### config.mk
export PLATFORM = sky130hd
export DESIGN_NAME = ssq_ram
export DESIGN_NICKNAME = d
export VERILOG_FILES = /design/src/design/assert_macros.svh /design/src/design/ssq_ram.sv
export SDC_FILE = /design/constraint.sdc
export NUM_CORES = 2
export LEC_CHECK = 0
export BUFFER_PORTS_ARGS = -buffer_cell sky130_fd_sc_hd__buf_2
export CORE_MARGIN = 2
export CORE_UTILIZATION = 41
export DETAILED_ROUTE_END_ITERATION = 16
export GPL_ROUTABILITY_DRIVEN = 1
export HOLD_SLACK_MARGIN = 0.08
export SLEW_MARGIN = 5
export SYNTH_ARGS = -nofsm -noshare
export SYNTH_HDL_FRONTEND = slang
export SYNTH_SLANG_ARGS = --single-unit
### constraint.sdc
create_clock -name clk -period 6.85 [get_ports clk]
set_input_delay 0.685 -clock clk [delete_from_list [all_inputs] [get_ports clk]]
set_output_delay 0.685 -clock clk [all_outputs]
set_load 0.05 [all_outputs]
### src/design/assert_macros.svh
// Assertion macros shared by the queue event step RTL.
// No dependencies; define NO_ASSERTIONS to compile the checks out.
`ifndef ASSERT_MACROS_SVH
`define ASSERT_MACROS_SVH

`ifndef NO_ASSERTIONS

// The condition holds at every clock edge outside reset.
`define ASSERT_ALWAYS(label, clk, rst_n, cond, msg) \
	label: assert property (@(posedge clk) disable iff (!rst_n) (cond)) \
		else $error(msg);

// When the antecedent holds, the consequent holds in the same cycle.
`define ASSERT_IMPLY(label, clk, rst_n, pre, post, msg) \
	label: assert property (@(posedge clk) disable iff (!rst_n) (pre) |-> (post)) \
		else $error(msg);

// When the antecedent holds, the consequent holds in the next cycle.
`define ASSERT_NEXT(label, clk, rst_n, pre, post, msg) \
	label: assert property (@(posedge clk) disable iff (!rst_n) (pre) |=> (post)) \
		else $error(msg);

`else

`define ASSERT_ALWAYS(label, clk, rst_n, cond, msg)
`define ASSERT_IMPLY(label, clk, rst_n, pre, post, msg)
`define ASSERT_NEXT(label, clk, rst_n, pre, post, msg)

`endif

`endif

### src/design/ssq_ram.sv
// Generic single-port-write, single-port-read RAM with a registered read.
// No dependencies; holds the arrival-time queue of the event step block.
module ssq_ram #(
	parameter int WIDTH = 32,
	parameter int DEPTH = 128
) (
	input  logic                     clk,
	input  logic                     we,
	input  logic [$clog2(DEPTH)-1:0] waddr,
	input  logic [WIDTH-1:0]         wdata,
	input  logic                     re,
	input  logic [$clog2(DEPTH)-1:0] raddr,
	output logic [WIDTH-1:0]         rdata
);

	logic [WIDTH-1:0] mem [DEPTH];

	// Write port.
	always_ff @(posedge clk) begin
		if (we) begin
			mem[waddr] <= wdata;
		end
	end

	// Read port, data valid in the cycle after the enable.
	always_ff @(posedge clk) begin
		if (re) begin
			rdata <= mem[raddr];
		end
	end

endmodule

After elaboration in Yosys (flattened, before gate mapping)

Memories as Yosys holds them, arrays and structs flattened. A register that Yosys moved wholly into a read port is not among the register bits.
Index checks and enable logic that the tools add are counted.
W data, S select, Z words.

Bits of input ports: 49
Word-level logic and storage cells: 3
Memory bits (writable): 4096
Memories: 1
Output and inout port bits: 32
Bits in registers: 0

Memories:

| memory | words | bits a word | rd ports | clocked after Yosys merged registers in | wr ports | line          | source |
|---|---|---|---|---|---|---|---|
| mem    | 128   | 32          | 1        | 1                                       | 1        | ssq_ram.sv:16 | `logic [WIDTH-1:0] mem [DEPTH];` |

Mux-type cells: 2

Operators with widths:

| operator | number |
|---|---|
| $mux W1  | 2 |

Longest topological paths before layout

Depth in word-level cells: 2
Gate-level depth with buffers: 8
Gate-level depth less buffers: 4

Worst setup path before layout

OpenSTA, ideal clock, no wires.

Kind: input to register
Start: input we
End: memory mem[98][0], enable pin
Stages on the path: 3
Required time: 6.389 ns
Arrival time: 3.463 ns
Setup slack: 2.926 ns
Path buffers: 1
Library setup time: 0.461 ns
Cell sequence: clkbuf_1 nand4_1 nor3_1

Longest elaborated chain between the ends: 2

RTL lines:

| element                       | line          | source |
|---|---|---|
| start, declared               | ssq_ram.sv:8  | `input logic we,` |
| $mux W1                       | ssq_ram.sv:20 | `if (we) begin` |
| $mux W1 (not written as such) | ssq_ram.sv:21 | `mem[waddr] <= wdata;` |
| end, declared                 | ssq_ram.sv:16 |  |

No other way between the ends.

==> flow_metrics.tcl <==
set metrics [dict create \
    peakVddDrop_v 0.0002391 \
    die_area_sq_um 386900 \
    grt_pass1_wl_microns 594800 \
    skew_ns 0.06761 \
    synth_area_sq_um 156600 \
    timing.critical_path.cells "buf_12, buf_12, buf_12, mux4_2, mux4_2, mux4_2, mux2_2" \
    grt_util_met1_pct 31.09 \
    fill_cells 30310 \
    rsz0062_at_grt "false" \
    fmax_mhz 271.0 \
    hpwl_microns 247800 \
    busiest_layer "met2" \
    slowest_stage "mux4_2" \
    grt_max_degree 97 \
    syn_nets 6039 \
    final_common_cell "edfxtp_1" \
    drc 0 \
    wl_microns 435300 \
    cts_buffers 420 \
    synth.distinct_cells 16 \
    gp_congestion 0.8079 \
    port_buffers 80 \
    hold_path_class "input port to flip-flop" \
    grt_pass1_vias 71510 \
    place_inst 11040 \
    cts_max_level 5 \
    seq_area_frac_synth_pct 79.16 \
    first_pass_iters 5 \
    startpoint_type "input port" \
    most-common-layout-cells "4,128 x edfxtp_1, 1,344 x mux4_2, 429 x clkbuf_16" \
    synth-seq-cells 4128 \
    die_width_microns 622.0 \
    avgSynthCellArea_sq_um 26.14 \
    row_count 226 \
    power_density_nw_per_um2 297.1 \
    cts_num_sinks 4128 \
    grtUsageTotal_pct 22.25 \
    tritoncts "built" \
    nNetsFinal 6492 \
    min_period_over_period_pct 53.87 \
    utilization_pct 47.16 \
    die_h_microns 622.0 \
    clockBufferDepth 4 \
    fin_tns_setup_ns 0 \
    slew_viol_final 0 \
    post-route-min-period_ns 3.690 \
    maxCapViolCount 0 \
    clk_latency_ns 1.00 \
    max_stage_delay_ns 0.72 \
    fin_area_sq_um 179000 \
    root_buffer "clkbuf_16" \
    start_util_pct 41.27 \
    status "finished clean" \
    ff_latch_area_sq_um 124000 \
    cp.required_ns 7.57 \
    synthCells 5990 \
    drive_gt1_share_pct 35.79 \
    antenna_found_initial 80 \
    crit_type "input port to flip-flop" \
    use_met3_pct 4.038 \
    grt_overflow_total 0 \
    relSlewSlack_pct 10.79 \
    cts_setup_buffers 0 \
    yosys_warnings 0 \
    use_met2_pct 36.12 \
    vias 71870 \
    cp_max_fo 80 \
    ant_nets 0 \
    setup_violations 0 \
    wl_per_cell_microns 36.77 \
    coreArea_sq_um 379500 \
    leakagePower_uw 0.05438 \
    cp-end-kind "flip-flop" \
    multiInputGateArea_sq_um 32300 \
    worst-slew-pin-transition_ns 1.334 \
    worstPathArrival_ns 4.41 \
    drt_iter0_markers 10940 \
    finalHoldViolCount 0 \
    vias_per_cell 6.070 \
    area_delta_synth_final_pct 14.29 \
    fin_cells 11840 \
    placed_cell_area_sq_um 165500 \
    cpLargestDelayFamily "multiplexers" \
    clk_pin_slew_ns 0.06 \
    path_buf_inv 3 \
    pin_count 81 \
]
## stage by stage
stage / hold WS, ns / total power, uW / setup WS, ns
final: 0.1993 / 53170 / 3.160
after global routing: 0.1997 / 54500 / 3.113
after CTS: 0.1594 / 53490 / 3.185
after detailed placement: 1.006 / 31430 / 2.141
after global placement: 0.9814 / 31380 / 2.165
after floorplan: 0.7839 / 29910 / 2.926
## Yosys cell counts
master    instances  share of area [%]
edfxtp_1       4128                 79
nor2_1          122               0.29
nand3_1          12              0.038
buf_2            79               0.25
nand4_1           3              0.012
nand2b_1          2             0.0080
or3_1             1             0.0040
mux4_2         1344                 19
mux2_2           32               0.23
clkbuf_1        182               0.44
nor2b_1           7              0.028
buf_4             3              0.014
buf_1            50               0.12
buf_6             2              0.014
nand2_1          14              0.034
nor3_1            9              0.029
## kinds of logic after synthesis
kind of cell           count (synthesis)  synth area share [%]
buffers and inverters                316                0.8373
AND/OR/NAND/NOR                      170                0.4450
multiplexers                        1376                 19.56
flip-flops                          4128                 79.16
## power by group
| part | total [uW] | leakage [uW] | internal [uW] | switching (uW) |
|---|---|---|---|---|
| clock network | 22300 | 0.00650 | 12800 | 9520 |
| logic | 2850 | 0.0107 | 1020 | 1830 |
| registers | 28000 | 0.0371 | 27900 | 97.1 |
## worst register-to-register path, cell delays in order, from the launching register on
cell	delay, ns
edfxtp_1	0.38
mux4_2	0.47
mux4_2	0.66
mux4_2	0.77
mux2_2	0.38
## registers in the layout (all words and copies together) (netlist names)
signal and flops:
rdata 32, mem 4096
## per-layer routing
metal / share of wire (%) / wire length [microns]
met2: 49 / 211900
met5: 0.049 / 212
met1: 39 / 169000
met4: 2.9 / 12470
met3: 9.6 / 41740
## worst paths after layout
check | from | endpoint | slack (ns) | depth (start not counted)
hold / removal | wdata[31] | mem[32][31] | 0.20 | 1
setup reg to reg | mem[2][10] | rdata[10] | 3.95 | 4
setup / recovery | raddr[0] | rdata[10] | 3.16 | 7
hold reg to reg | mem[127][25] | rdata[25] | 1.20 | 4
## timing repair
action	CTS	global route
gates resized for setup	0	0
hold buffers	1	0
endpoints found under the hold margin	14	0
## area by class of cell
class / count / share of cell area, %
Sequential cell: 4128 / 69.26
Multi-Input combinational cell: 1546 / 18.05
Clock buffer: 523 / 6.195
Tap cell: 5016 / 3.507
Timing Repair Buffer: 347 / 1.686
Clock inverter: 231 / 1.232
Antenna cell: 50 / 0.06991
(Power assumes the default switching activity.)
